==> config.mk <==
export PLATFORM = sky130hd
export DESIGN_NAME = integer_to_radix_text
export DESIGN_NICKNAME = d
export VERILOG_FILES = /design/src/hdl/i2rt_pkg.sv /design/src/hdl/i2rt_divider.sv /design/src/hdl/integer_to_radix_text.sv
export SDC_FILE = /design/constraint.sdc
export NUM_CORES = 1
export LEC_CHECK = 0
export ABC_AREA = 0
export BUFFER_PORTS_ARGS = -buffer_cell sky130_fd_sc_hd__clkbuf_2
export CORE_ASPECT_RATIO = 0.9
export CORE_MARGIN = 2
export CORE_UTILIZATION = 35
export CTS_CLUSTER_DIAMETER = 100
export CTS_CLUSTER_SIZE = 24
export DETAILED_ROUTE_END_ITERATION = 10
export PLACE_DENSITY = 0.54
export REMOVE_ABC_BUFFERS = 1
export SKIP_LAST_GASP = 1
export SLEW_MARGIN = 20
export SYNTH_ARGS = -nofsm -noshare
export SYNTH_HDL_FRONTEND = slang
export SYNTH_SLANG_ARGS = --single-unit
==> constraint.sdc <==
create_clock -name clock -period 21 [get_ports clock]
set_input_delay 2.1 -clock clock [delete_from_list [all_inputs] [get_ports clock]]
set_output_delay 2.1 -clock clock [all_outputs]
set_load 0.01 [all_outputs]
==> src/hdl/i2rt_pkg.sv <==
package i2rt_pkg;

   localparam int unsigned DIGIT_BITS = 6;

   localparam logic [DIGIT_BITS-1:0] RADIX_MIN   = 6'd2;
   localparam logic [DIGIT_BITS-1:0] RADIX_MAX   = 6'd36;
   localparam logic [DIGIT_BITS-1:0] RADIX_RESET = 6'd10;
   localparam logic [DIGIT_BITS-1:0] RADIX_TEN   = 6'd10;
   localparam logic [DIGIT_BITS-1:0] DIGIT_NINE  = 6'd9;

   localparam logic [7:0] CHAR_ZERO  = 8'h30;
   localparam logic [7:0] CHAR_A     = 8'h41;
   localparam logic [7:0] CHAR_MINUS = 8'h2D;

   typedef enum logic [1:0] {
      ST_IDLE,
      ST_DIVIDE,
      ST_EMIT
   } state_type;

   // Result of one finished long division, handed from the divider to the top level.
   typedef struct packed {
      logic                  done;
      logic [DIGIT_BITS-1:0] digit;
      logic                  last_digit;
   } div_result_type;

   function automatic logic [7:0] digit_char(input logic [DIGIT_BITS-1:0] d);
      logic [7:0] c;
      if (d > DIGIT_NINE) begin
         c = CHAR_A + {2'b00, d} - 8'd10;
      end else begin
         c = CHAR_ZERO + {2'b00, d};
      end
      return c;
   endfunction

endpackage

==> src/hdl/i2rt_divider.sv <==
module i2rt_divider #(
   parameter int unsigned WORD_BITS = 32
) (
   input  logic                                clock,
   input  logic                                reset,
   input  logic                                start,
   input  logic [WORD_BITS-1:0]                magnitude,
   input  logic [i2rt_pkg::DIGIT_BITS-1:0]     radix,
   output i2rt_pkg::div_result_type            result
);

   localparam int unsigned CNT_BITS = (WORD_BITS > 1) ? $clog2(WORD_BITS) : 1;
   localparam int unsigned DB       = i2rt_pkg::DIGIT_BITS;

   logic [WORD_BITS-1:0] quo_ff;
   logic [DB-1:0]        rem_ff;
   logic [CNT_BITS-1:0]  cnt_ff;
   logic                 busy_ff;

   logic [DB:0]          trial;
   logic                 ge;
   logic [DB-1:0]        rem_next;
   logic [WORD_BITS-1:0] quo_next;
   logic                 step_end;

   // One quotient bit per cycle: the remainder stays below the radix, so a
   // single compare and subtract settles each bit.
   always_comb begin
      trial    = {rem_ff, quo_ff[WORD_BITS-1]};
      ge       = trial >= {1'b0, radix};
      rem_next = ge ? DB'(trial - {1'b0, radix}) : trial[DB-1:0];
      quo_next = {quo_ff[WORD_BITS-2:0], ge};
      step_end = busy_ff && (cnt_ff == CNT_BITS'(WORD_BITS - 1));
      result.done       = step_end;
      result.digit      = rem_next;
      result.last_digit = (quo_next == '0);
   end

   always_ff @(posedge clock) begin
      if (reset) begin
         busy_ff <= 1'b0;
         cnt_ff  <= '0;
      end else if (start) begin
         busy_ff <= 1'b1;
         cnt_ff  <= '0;
      end else if (busy_ff) begin
         if (step_end) begin
            busy_ff <= (quo_next != '0);
            cnt_ff  <= '0;
         end else begin
            cnt_ff <= cnt_ff + 1'b1;
         end
      end
   end

   always_ff @(posedge clock) begin
      if (start) begin
         quo_ff <= magnitude;
         rem_ff <= '0;
      end else if (busy_ff) begin
         quo_ff <= quo_next;
         rem_ff <= step_end ? '0 : rem_next;
      end
   end

endmodule

==> src/hdl/integer_to_radix_text.sv <==
// Each digit comes from a bit-serial long division by the radix; once all n
// digits are found, the characters go out one per cycle while the output is
// not stalled (n, plus one for a minus sign).
// A new word is taken once the last character has entered the output register.
// Reset is synchronous and active high: it sets the radix to ten and clears control.
module integer_to_radix_text #(
   parameter int unsigned WORD_BITS = 32
) (
   input  logic                            clock,
   input  logic                            reset,
   input  logic                            req_valid,
   output logic                            req_stall,
   input  logic [WORD_BITS-1:0]            req_value,
   input  logic                            req_signed_mode,
   output logic                            rsp_valid,
   input  logic                            rsp_stall,
   output logic [7:0]                      rsp_text_char,
   output logic                            rsp_is_last,
   input  logic                            csr_valid,
   output logic                            csr_ready,
   input  logic [i2rt_pkg::DIGIT_BITS-1:0] csr_radix
);

   localparam int unsigned DB       = i2rt_pkg::DIGIT_BITS;
   localparam int unsigned CNT_BITS = $clog2(WORD_BITS + 1);

   i2rt_pkg::state_type       state_ff, state_in;
   i2rt_pkg::div_result_type  div_res;

   logic [DB-1:0]        radix_ff;
   logic                 sign_ff, sign_in;
   logic [CNT_BITS-1:0]  count_ff, count_in;
   logic [DB-1:0]        stack_ff [WORD_BITS];
   logic                 push, pop;
   logic                 div_start;
   logic                 negative;
   logic [WORD_BITS-1:0] magnitude;
   logic                 load_out;
   logic                 rsp_valid_ff, rsp_valid_in;
   logic [7:0]           rsp_char_ff, rsp_char_in;
   logic                 rsp_last_ff, rsp_last_in;

   assign csr_ready = 1'b1;

   always_ff @(posedge clock) begin
      if (reset) begin
         radix_ff <= i2rt_pkg::RADIX_RESET;
      end else if (csr_valid && csr_ready) begin
         if (csr_radix < i2rt_pkg::RADIX_MIN) begin
            radix_ff <= i2rt_pkg::RADIX_MIN;
         end else if (csr_radix > i2rt_pkg::RADIX_MAX) begin
            radix_ff <= i2rt_pkg::RADIX_MAX;
         end else begin
            radix_ff <= csr_radix;
         end
      end
   end

   assign negative  = req_signed_mode && req_value[WORD_BITS-1];
   assign magnitude = negative ? (~req_value + 1'b1) : req_value;

   i2rt_divider #(
      .WORD_BITS (WORD_BITS)
   ) u_divider (
      .clock     (clock),
      .reset     (reset),
      .start     (div_start),
      .magnitude (magnitude),
      .radix     (radix_ff),
      .result    (div_res)
   );

   always_comb begin
      state_in     = state_ff;
      req_stall    = (state_ff != i2rt_pkg::ST_IDLE);
      div_start    = 1'b0;
      sign_in      = sign_ff;
      count_in     = count_ff;
      push         = 1'b0;
      pop          = 1'b0;
      load_out     = !rsp_valid_ff || !rsp_stall;
      rsp_valid_in = rsp_valid_ff && rsp_stall;
      rsp_char_in  = rsp_char_ff;
      rsp_last_in  = rsp_last_ff;
      case (state_ff)
         i2rt_pkg::ST_IDLE: begin
            if (req_valid) begin
               div_start = 1'b1;
               sign_in   = negative && (radix_ff == i2rt_pkg::RADIX_TEN);
               count_in  = '0;
               state_in  = i2rt_pkg::ST_DIVIDE;
            end
         end
         i2rt_pkg::ST_DIVIDE: begin
            if (div_res.done) begin
               push     = 1'b1;
               count_in = CNT_BITS'(count_ff + 1'b1);
               if (div_res.last_digit) begin
                  state_in = i2rt_pkg::ST_EMIT;
               end
            end
         end
         i2rt_pkg::ST_EMIT: begin
            if (load_out) begin
               rsp_valid_in = 1'b1;
               if (sign_ff) begin
                  rsp_char_in = i2rt_pkg::CHAR_MINUS;
                  rsp_last_in = 1'b0;
                  sign_in     = 1'b0;
               end else begin
                  // The most significant digit was pushed last and sits on top.
                  rsp_char_in = i2rt_pkg::digit_char(stack_ff[0]);
                  rsp_last_in = (count_ff == CNT_BITS'(1));
                  pop         = 1'b1;
                  count_in    = CNT_BITS'(count_ff - 1'b1);
                  if (count_ff == CNT_BITS'(1)) begin
                     state_in = i2rt_pkg::ST_IDLE;
                  end
               end
            end
         end
         default: begin
            state_in = i2rt_pkg::ST_IDLE;
         end
      endcase
   end

   always_ff @(posedge clock) begin
      if (reset) begin
         state_ff     <= i2rt_pkg::ST_IDLE;
         sign_ff      <= 1'b0;
         count_ff     <= '0;
         rsp_valid_ff <= 1'b0;
      end else begin
         state_ff     <= state_in;
         sign_ff      <= sign_in;
         count_ff     <= count_in;
         rsp_valid_ff <= rsp_valid_in;
      end
   end

   always_ff @(posedge clock) begin
      rsp_char_ff <= rsp_char_in;
      rsp_last_ff <= rsp_last_in;
   end

   // Digit stack: a push shifts every entry down one place, a pop shifts them back up.
   always_ff @(posedge clock) begin
      if (push) begin
         stack_ff[0] <= div_res.digit;
         for (int i = 1; i < WORD_BITS; i++) begin
            stack_ff[i] <= stack_ff[i-1];
         end
      end else if (pop) begin
         for (int i = 0; i < WORD_BITS - 1; i++) begin
            stack_ff[i] <= stack_ff[i+1];
         end
      end
   end

   assign rsp_valid     = rsp_valid_ff;
   assign rsp_text_char = rsp_char_ff;
   assign rsp_is_last   = rsp_last_ff;

endmodule

# == Word level (Yosys, flattened, before mapping) ==
# Memory sizes are Yosys's and may differ from the RTL's.
# Index checks and enable logic that the tools add are counted.
# Widths: inputs -> output; s select.
# op_classes
addsub,8
mul,0
div_mod_pow,0
n_lt_le_gt_ge,4
n_eq_ne,11
n_shift,0
muxes,72
n_bitwise,32
reduce_logical,19
# op_table
op,count
$mux 6,39
$mux 32,3
$add 32x1->32 const B,1
$logic_not 32->1,1
$not 32->32,1
$reduce_bool 32->1,1
$or 1x1->1,31
$mux 1,19
$pmux 6 s3,1
$mux 2,6
$ne 2x2->1 const B,5
$add 7x6->8 const A,1
$mux 8,1
$sub 8x4->8 const B,1
$add 6x6->7 const A,1
$ge 7x6->1,1
$add 6x1->6 const B,1
$eq 6x1->1 const B,1
$eq 6x4->1 const B,1
$gt 6x4->1 const B,1
$gt 6x6->1 const B,1
$lt 6x2->1 const B,1
$pmux 2 s3,1
$reduce_and 6->1,1
19 further kinds,25
# totals
regBits,69
latch_bits,0
ramBits,192
mem_bits_ro,0
inputBits,44
output_inout_bits,12
wordCells,158
mem_count,1
# mem_list
name,depth,width,rd,rd_ports_with_merged_regs,wr,line,source
stack_ff,32,6,32,0,32,integer_to_radix_text.sv:33,logic [DB-1:0] stack_ff [WORD_BITS];

# == Longest topological paths before layout ==
# Gate-level depths: netlist (run 1).
# depth
ltp_word,8
ltp_mapped,11
ltp_nobuf,8

# == Hierarchy ==
# A second synthesis (run 1) with hierarchy kept.
# hier_totals
cells_unflattened,855
area_unflattened_um2,12386.9
# modules_own_cells
module,n_inst,cells_each,area_each_um2,seq_area_each_um2
integer_to_radix_text,1,686,10153.5,6326.1
i2rt_divider,1,169,2233.4,1201.2

# == Worst setup path after synthesis (run 1) ==
# OpenSTA, ideal clock, no wires.
# synth_path
path_kind,input port to flip-flop
startpoint,input rsp_stall
endpoint,memory stack_ff[0][0] (netlist name) (enable)
setup_time_ns,0.989
t_arrival_ns,15.259
path_slack_ns,4.752
cell_stages,3
path_buffers,0
path_cell_list,nand2_1 -> nand2_1 -> o21ai_0
# synth_lines
element,line,source
"start, declared",integer_to_radix_text.sv:16,"input logic rsp_stall,"
"end, declared",integer_to_radix_text.sv:33,

# == Worst setup path in the final report (run 1) ==
# layout_path
startpoint,input req_value[6]
endpoint,register u_divider.quo_ff[23] (data pin)
# layout_via
elab_chain_cells,4
# layout_lines
element,line,source
"start, declared",integer_to_radix_text.sv:13,"input logic [WORD_BITS-1:0] req_value,"
$not 32->32,integer_to_radix_text.sv:60,assign magnitude = negative ? (~req_value + 1'b1) : req_value;
$add 32x1->32,integer_to_radix_text.sv:60,
$mux 32,integer_to_radix_text.sv:60,
$mux 32,i2rt_divider.sv:57,if (start) begin
"end signal, assigned",i2rt_divider.sv:58,quo_ff <= magnitude;
"end signal, assigned",i2rt_divider.sv:61,quo_ff <= quo_next;
"end, declared",i2rt_divider.sv:15,logic [WORD_BITS-1:0] quo_ff;
# Every way passes these cells.
# A chain may end at the register's enable or synchronous reset.

==> results.cfg, run 1 <==
[timing]
setup_viol = 0
skew_ns = 0.01066
clock.fmax_ghz = 0.2562
fin_hold_ws_ns = 0.4568
fin_crit_sh_pct = 18.59
finalHoldViolations = 0
slew_viol_final = 0
relSlewSlack_pct = 30.80
worstMarginPinSlew_ns = 1.038
fin_crit_ns = 3.904
timing.setup.tns_ns = 0
rsz0062_at_grt = false

[clocking]
postCtsHoldBufs = 0
clk_latency_ns = 0.49
clkTransAtPathRegs_ns = 0.10
clock_sinks = 260
cts-resized-gates = 0
postCtsSetupBuffers = 0
htreeDepth = 1
cts_root_buf = clkbuf_16
clockBufferDepth = 3
cts_tree = yes
cts_buffers = 14

[yosys]
syn_inst = 1288
ys_seq_area_share_pct = 60.31
async_reset_ff_share_pct = 0
synth-main-ff-cell = edfxtp_1
syn_avg_cell_area_um2 = 9.690
synth_cell_types = 65
yosysWarnings = 0
ys_ff_latch = 260
syn_area_um2 = 12480
synth_edf_count = 232

[route]
vias = 8672
ant_nets = 0
drt_iter0_drc = 616
routedWlPerCell_um = 13.22
wirelength_mm = 23.46
drc = 0
detail_route.vias_per_cell = 4.886
firstDrtPassIters = 5

[critical_path]
path_max_fanout = 7
regToRegSetupSlack_ns = 17.93
worstPathCellList = clkbuf_2 > nor4_1 > nand3_1 > o31ai_1 > xor2_1 > o21ai_1
slowest_delay_ns = 0.74
reg2reg_to = stack_ff[11][4]$_DFFE_PP_
required_ns = 21.24
reg2reg_depth = 7
r2r_start = u_divider.cnt_ff[0]$_SDFFE_PP0P_
arrival_ns = 4.14
end_kind = flop
critPathLaunchType = input port
critPathKind = input port to flop
critPathSlowestCell = nor4_1

[power]
seqPwrFrac_pct = 57.1
p_comb_share_pct = 14.9
ir_drop_mv = 0.04586
clkPwrFrac_pct = 27.9
p_int_w = 0.0008081
switchingPower_w = 0.0002793
switching_share_pct = 25.69
power_leakage_nw = 5.326
p_per_area_nw_per_um2 = 79.89

[grt]
grt_max_degree = 187
grt_overflow = 0
track_usage_pct = 12.62
antenna_found_initial = 0
grt_pass1_vias = 8082
grt_pass1_wl_mm = 39.94

[final_layout]
num-nets-final = 1369
final_util_pct = 38.74
n_antenna_cell = 0
final_common_cell = nand2_1
final_layout_size_suffix_gt1_share_pct = 7.427
synthToLayoutAreaGrowth_pct = 9.053
final_cell_mix = nand2_1 (590), edfxtp_1 (232), clkbuf_2 (53), nor2_1 (41), o21ai_0 (39)

[floorplanning]
dieArea_um2 = 37190
die_w_um = 203.1
num_rows = 65
io_pins = 56
core_um2 = 35130
initial_core_util_pct = 35.52
die_y_um = 183.1

[placed_design]
hpwl_mm = 14.60
gp_congestion = 0.8061
io_buffers = 53

[min_path]
hp-start = stack_ff[15][5]$_DFFE_PP_
min_to = stack_ff[15][11]$_DFFE_PP_
hold_depth = 0
hold_path_class = flop to flop

[outcome]
outcome = complete, no violations

[run]
max_cap_viol_count = 0
[worst max-delay path by stage]
stage,to,cells after the start,startpoint,slack (ns)
4_1_cts,u_divider.quo_ff[23]$_DFFE_PP_,6,req_value[6],17.16
6_report,u_divider.quo_ff[23]$_DFFE_PP_,6,req_value[6],17.10
2_1_floorplan,stack_ff[0][0]$_DFFE_PP_,3,rsp_stall,4.74
3_3_place_gp,u_divider.quo_ff[23]$_DFFE_PP_,6,req_value[6],16.67
3_5_place_dp,u_divider.quo_ff[23]$_DFFE_PP_,6,req_value[6],16.62
5_1_grt,u_divider.quo_ff[21]$_DFFE_PP_,6,req_value[6],16.99
[power by group through the flow]
stage | Clock (W) | Combinational, W | Sequential [W]
2_1_floorplan | 0 | 0.000117 | 0.000625
3_3_place_gp | 0 | 0.000161 | 0.000633
3_5_place_dp | 0 | 0.000163 | 0.000633
4_1_cts | 0.000319 | 0.000163 | 0.000622
5_1_grt | 0.000333 | 0.000183 | 0.000626
6_report | 0.000304 | 0.000162 | 0.000621
[cell families (layout without fill, tap and decap cells)]
logic type                 count (synthesis)  in the layout  share of synthesized area (%)
muxes                                     11             11                         0.9123
DFF                                      260            260                          60.31
adders and majority gates                 22             22                          2.266
xor gates and xnor gates                  39             39                          2.737
AOI/OAI and AO/OA                        139            139                          7.208
other                                      2              2                        0.06017
and+or+nand+nor                          723            723                          23.60
buffers and inverters                     92            110                          2.907
[state kept, by name, summed over array words and instances (netlist names), 2 cells and up]
signal and flops:
count_ff 6, radix_ff 6, rsp_text_char 7, stack_ff 192
state_ff 2, u_divider.cnt_ff 5, u_divider.quo_ff 32, u_divider.rem_ff 6
[cells in the mapped netlist (13+ instances only)]
cell      count  area, um2
nand2_1     591       2218
edfxtp_1    232       6967
clkbuf_1     53      198.9
nor2_1       41      153.9
o21ai_0      40      200.2
a21oi_1      32      160.2
inv_1        29      108.9
dfxtp_1      28      560.5
xor2_1       28      245.2
ha_1         21      262.8
nor3_1       16      80.08
nand3_1      14      70.07
o21ai_1      13      65.06
[worst max-delay path: cells and delay by family]
family	cells	cell delay, ns
AOI/OAI and AO/OA	2	0.48
xor gates and xnor gates	1	0.18
buffers and inverters	1	0.11
and+or+nand+nor	2	1.27
[final cells by class]
cell class	count	area, um2
tap	469	586.8
timing repair buffer	61	345.3
sequential	260	7527
fill	3546	21520
clock inverter	1	30.03
inverter	30	112.6
multi-input combinational	936	4622
clock buffer	18	386.6
[metal layers]
metal | global-route usage [%] | vias to the layer above | part of all wire [%]
li1 | - | 4395 | -
met2 | 19.95 | 150 | 44
met4 | 2.073 | 0 | 1.4
met5 | 0 | - | 0
met3 | 1.795 | 21 | 3.6
met1 | 18.71 | 4106 | 51
[per-stage QoR]
step	setup WS [ns]	total power, W	cell area [um2]	instances
after floorplan	4.738	0.0007418	12230	1226
after detailed placement	16.62	0.0007960	13190	1756
after CTS	17.16	0.001104	13600	1775
after global placement	16.67	0.0007946	13190	1756
after global routing	16.99	0.001142	13610	1775
final	17.10	0.001087	13610	1775
No activity file was read; power rests on OpenSTA's default activity.
==> run 2: changes to the inputs <==
--- a/config.mk
+++ b/config.mk
@@ -13,7 +13,7 @@
 export CTS_CLUSTER_DIAMETER = 100
 export CTS_CLUSTER_SIZE = 24
 export DETAILED_ROUTE_END_ITERATION = 10
-export PLACE_DENSITY = 0.54
+export PLACE_DENSITY = 0.56
 export REMOVE_ABC_BUFFERS = 1
 export SKIP_LAST_GASP = 1
 export SLEW_MARGIN = 20
==> constraint.sdc (replaced) <==
create_clock -name clock -period 3.4 [get_ports clock]
set_input_delay 0.34 -clock clock [delete_from_list [all_inputs] [get_ports clock]]
set_output_delay 0.34 -clock clock [all_outputs]
set_load 0.01 [all_outputs]
==> run 2 against run 1 <==
Compared with the run above: register-to-register slack worse by 17 ns; largest power group unchanged; via count rose by 0.69%; die area stayed put; flip-flop and latch count did not move; cell area grew 0.44%; sequential power rose to 6.2 times the previous value; clock power grew to 6.2 times the previous value.
==> results.cfg, run 2 (synthesized netlist as in run 1, its figures left out) <==
[timing]
skew_ns = 0.008690
timing.setup.tns_ns = 0
worst_slack_ns = 0.9474
fin_crit_sh_pct = 72.13
slew_viol_final = 0
fin_hold_ws_ns = 0.1171
relSlewSlack_pct = 43.04
rsz0062_at_grt = false
setup_viol = 0
finalHoldViolations = 0
fin_crit_ns = 2.453
worstMarginPinSlew_ns = 0.8543
clock.fmax_ghz = 0.4077

[min_path]
hold_path_class = input port to flop

[final_layout]
final_layout_size_suffix_gt1_share_pct = 7.710
final_common_cell = nand2_1
finish.instance_area_um2 = 13670
n_antenna_cell = 0
multi_input_area_um2 = 4622
final_cell_mix = nand2_1 (590), edfxtp_1 (232), clkbuf_2 (53), nor2_1 (41), o21ai_0 (39)
fill_cells = 3574
synthToLayoutAreaGrowth_pct = 9.534
num-nets-final = 1373
largest_reg_flops = 192
seq_area_um2 = 7527
top_register = stack_ff

[clocking]
postCtsSetupBuffers = 0
cts-resized-gates = 0
cts_root_buf = clkbuf_16
clock_sinks = 260
cts_tree = yes
clockBufferDepth = 3
clk_latency_ns = 0.49
postCtsHoldBufs = 0
htreeDepth = 1
cts_buffers = 14
clkTransAtPathRegs_ns = 0.10

[critical_path]
path_max_fanout = 10
arrival_ns = 2.87
critPathLaunchType = flop
worstPathCellList = ha_1 > and3_1 > ha_1 > a21boi_0 > a2111o_1 > or3_1 > a21oi_1
path_delay_family = compound AO/OA/AOI/OAI gates
end_kind = flop
slowest_delay_ns = 0.54
crit_path_frequent_cell = ha_1
critPathKind = flop to flop
critPathSlowestCell = a2111o_1
path_buf_inv = 0
required_ns = 3.82
regToRegSetupSlack_ns = 0.95

[route]
drc = 0
vias = 8732
firstDrtPassIters = 5
detail_route.vias_per_cell = 4.908
wirelength_mm = 23.07
ant_nets = 0
drt_iter0_drc = 637
routedWlPerCell_um = 12.97

[floorplanning]
io_pins = 56
initial_core_util_pct = 35.52
dieArea_um2 = 37190
die_y_um = 183.1
num_rows = 65
die_w_um = 203.1
core_um2 = 35130

[power]
p_int_w = 0.004993
switching_share_pct = 25.58
p_comb_share_pct = 14.8
ir_drop_mv = 0.2652
clkPwrFrac_pct = 27.9
power_leakage_nw = 5.357
seqPwrFrac_pct = 57.3
p_per_area_nw_per_um2 = 490.7
switchingPower_w = 0.001716

[grt]
grt_overflow = 0
grt_pass1_vias = 8110
grt_pass1_wl_mm = 39.49
track_usage_pct = 12.50
antenna_found_initial = 0
grt_max_degree = 109

[placed_design]
hpwl_mm = 14.66
pre_cts_ws_ns = 0.8703
io_buffers = 53
placed_cell_area_um2 = 13250
gp_congestion = 0.7895

[run]
max_cap_viol_count = 0

[outcome]
outcome = complete, no violations
==> run 2: power by group through the flow <==
stage	Combinational, W	Clock, W	Sequential (W)
finish	0.000993	0.00187	0.00384
global route	0.00112	0.00205	0.00387
CTS	0.000993	0.00195	0.00384
detailed placement	0.000992	0	0.00391
global placement	0.000990	0	0.00391
floorplan	0.000721	0	0.00386
==> run 2: path summary, 6_finish.rpt <==
check                                                 startpoint                        end  depth (start not counted)
worst min register to register         stack_ff[15][3]$_DFFE_PP_  stack_ff[15][9]$_DFFE_PP_                          0
worst min-delay path                                csr_radix[3]   radix_ff[3]$_SDFFE_PP1P_                          3
worst max register to register  u_divider.cnt_ff[0]$_SDFFE_PP0P_   count_ff[0]$_SDFFE_PP0P_                          7
worst max-delay path            u_divider.cnt_ff[0]$_SDFFE_PP0P_   count_ff[0]$_SDFFE_PP0P_                          7
==> run 2: metrics by stage <==
step	cells	util [%]	total power (W)
floorplan	1226	-	0.004582
global placement	1760	37.72	0.004898
detailed placement	1760	37.72	0.004904
CTS	1779	38.91	0.006787
global route	1779	38.91	0.007045
finish	1779	38.91	0.006709
==> run 2: routing by layer <==
| layer | up-vias | wire length (um) | GRT usage, % |
|---|---|---|---|
| met5 | - | 0 | 0 |
| met4 | 0 | 415 | 2.599 |
| met3 | 23 | 843 | 1.848 |
| met2 | 147 | 10380 | 19.95 |
| met1 | 4159 | 11440 | 18.13 |
| li1 | 4403 | - | - |
==> run 2: area by class of cell <==
type                            count  area share [%]
Tap cell                          469           4.293
Timing Repair Buffer               65           2.965
Clock inverter                      1          0.2197
Sequential cell                   260           55.06
Multi-Input combinational cell    936           33.81
Inverter                           30          0.8237
Clock buffer                       18           2.828
==> run 2: tightest hold or removal path, cell delays in order <==
cell and delay (ns):
clkbuf_2 0.10, nand3_1 0.08, nand2_1 0.04
==> run 3: changes to the inputs <==
--- a/config.mk
+++ b/config.mk
@@ -13,7 +13,7 @@
 export CTS_CLUSTER_DIAMETER = 100
 export CTS_CLUSTER_SIZE = 24
 export DETAILED_ROUTE_END_ITERATION = 10
-export PLACE_DENSITY = 0.56
+export PLACE_DENSITY = 0.54
 export REMOVE_ABC_BUFFERS = 1
 export SKIP_LAST_GASP = 1
 export SLEW_MARGIN = 20
==> constraint.sdc (replaced) <==
create_clock -name clock -period 2.35 [get_ports clock]
set_input_delay 0.235 -clock clock [delete_from_list [all_inputs] [get_ports clock]]
set_output_delay 0.235 -clock clock [all_outputs]
set_load 0.01 [all_outputs]
==> run 3 against run 2 <==
Compared with the run above: clock power increased by 39%; maximum frequency increased by 13%; global-route usage increased by 0.25 points.
==> results.cfg, run 3 (synthesized netlist as in run 1, its figures left out) <==
[timing]
fin_hold_ws_ns = 0.01831
worstMarginPinSlew_ns = 0.5216
clock.fmax_ghz = 0.4587
slew_viol_final = 0
fin_crit_ns = 2.180
rsz0062_at_grt = false
setup_viol = 0
fin_crit_sh_pct = 92.77
finalHoldViolations = 0
skew_ns = 0.009017
relSlewSlack_pct = 65.22

[route]
drt_iter0_drc = 497
detail_route.vias_per_cell = 4.863
drc = 0
routedWlPerCell_um = 13.18
vias = 8846
firstDrtPassIters = 5
ant_nets = 0
wirelength_mm = 23.97

[critical_path]
arrival_ns = 2.42
slowest_delay_ns = 0.35
required_ns = 2.59
critPathKind = flop to flop
end_kind = flop
worstPathCellList = ha_1 > and3_1 > ha_1 > nand3_4 > nand4_1 > buf_12 > buf_4 > nand2_1 > nand2_1
r2r_start = u_divider.cnt_ff[0]$_SDFFE_PP0P_
critPathLaunchType = flop
crit_start = u_divider.cnt_ff[0]$_SDFFE_PP0P_
path_max_fanout = 30
critPathSlowestCell = dfxtp_1

[min_path]
hold_path_class = input port to flop
hp-start = csr_radix[0]

[floorplanning]
die_w_um = 203.1
initial_core_util_pct = 35.52
num_rows = 65
core_um2 = 35130
io_pins = 56
dieArea_um2 = 37190
die_y_um = 183.1

[placed_design]
dp_cells = 1797
io_buffers = 53
hpwl_mm = 15.98
gp_congestion = 0.8143

[clocking]
clkTransAtPathRegs_ns = 0.10
htreeDepth = 1
postCtsSetupBuffers = 0
cts_buffers = 14
cts_root_buf = clkbuf_16
clk_latency_ns = 0.49
clock_sinks = 260
clockBufferDepth = 3
cts_tree = yes

[power]
power_leakage_nw = 5.578
p_per_area_nw_per_um2 = 690.1
ir_drop_mv = 0.3427

[final_layout]
final_layout_size_suffix_gt1_share_pct = 10.30
final_cells = 1819
n_antenna_cell = 0
num-nets-final = 1412
final_common_cell = nand2_1
top_register = stack_ff
largest_reg_flops = 192
synthToLayoutAreaGrowth_pct = 12.77
final_cell_mix = nand2_1 (590), edfxtp_1 (232), clkbuf_2 (53), nor2_1 (41), o21ai_0 (39)

[run]
max_cap_viol_count = 0

[grt]
grt_overflow = 0
antenna_found_initial = 0
grt_max_degree = 85
track_usage_pct = 12.75
grt_pass1_vias = 8146
grt_pass1_wl_mm = 40.20

[outcome]
outcome = complete, no violations
run 3: changes by cell type in the layout (fill, tap and decap cells not counted), sizes merged:
| cell | change |
|---|---|
| clkinv | +2 |
| clkbuf | +1 |
| bufinv | -1 |
| buf | +37 |
| dlygate4sd3 | +1 |
run 3: layout make-up:
type / count / area [um2]
fill: 3513 / 21060
sequential: 260 / 7527
multi-input combinational: 936 / 4632
timing repair buffer: 104 / 822.0
tap: 469 / 586.8
clock buffer: 18 / 386.6
inverter: 30 / 112.6
clock inverter: 2 / 7.507
run 3: worst paths after layout:
| check | endpoint | slack, ns | depth (start not counted) |
|---|---|---|---|
| worst max-delay path | stack_ff[7][11]$_DFFE_PP_ | 0.17 | 9 |
| worst min register to register | stack_ff[15][10]$_DFFE_PP_ | 0.46 | 0 |
| worst min-delay path | radix_ff[0]$_SDFFE_PP0P_ | 0.02 | 3 |
| worst max register to register | stack_ff[7][11]$_DFFE_PP_ | 0.17 | 9 |
run 3: critical path: cells and delay by family, from the launching register on:
family / cells / cell delay [ns]
flops: 1 / 0.35
simple gates: 5 / 0.68
buf+inv: 2 / 0.42
fa+ha+maj: 2 / 0.47
run 3: through the flow:
stage	instance area [um2]	setup WS (ns)	total power [W]	TNS (ns)	utilization, %
after floorplan	12230	-12.52	0.006629	-3191.45	-
after global placement	13640	-0.02171	0.007208	-0.1067	38.84
after detailed placement	13640	-0.04567	0.007218	-0.2124	38.84
after CTS	14050	0.05386	0.009857	0	39.99
after global routing	14070	0.001807	0.01022	0	40.06
final	14070	0.1700	0.009713	0	40.06
run 3: per-layer routing:
| metal | GRT usage, % | share of wire, % |
|---|---|---|
| met2 | 20.07 | 44 |
| met5 | 0 | 0 |
| met4 | 2.394 | 1.2 |
| met3 | 1.635 | 3.2 |
| met1 | 18.98 | 51 |
run 3: repair_timing:
action                                 in CTS  in global routing
setup endpoints to repair                   0                 28
hold buffers                                1                  0
endpoints found under the hold margin       1                  0
gates resized for setup                     0                  3
run 3: report_power, final:
part	internal (W)	switching, W
combinational	0.000671	0.000898
sequential	0.00536	0.000186
clock	0.00117	0.00142
total	0.00721	0.00251
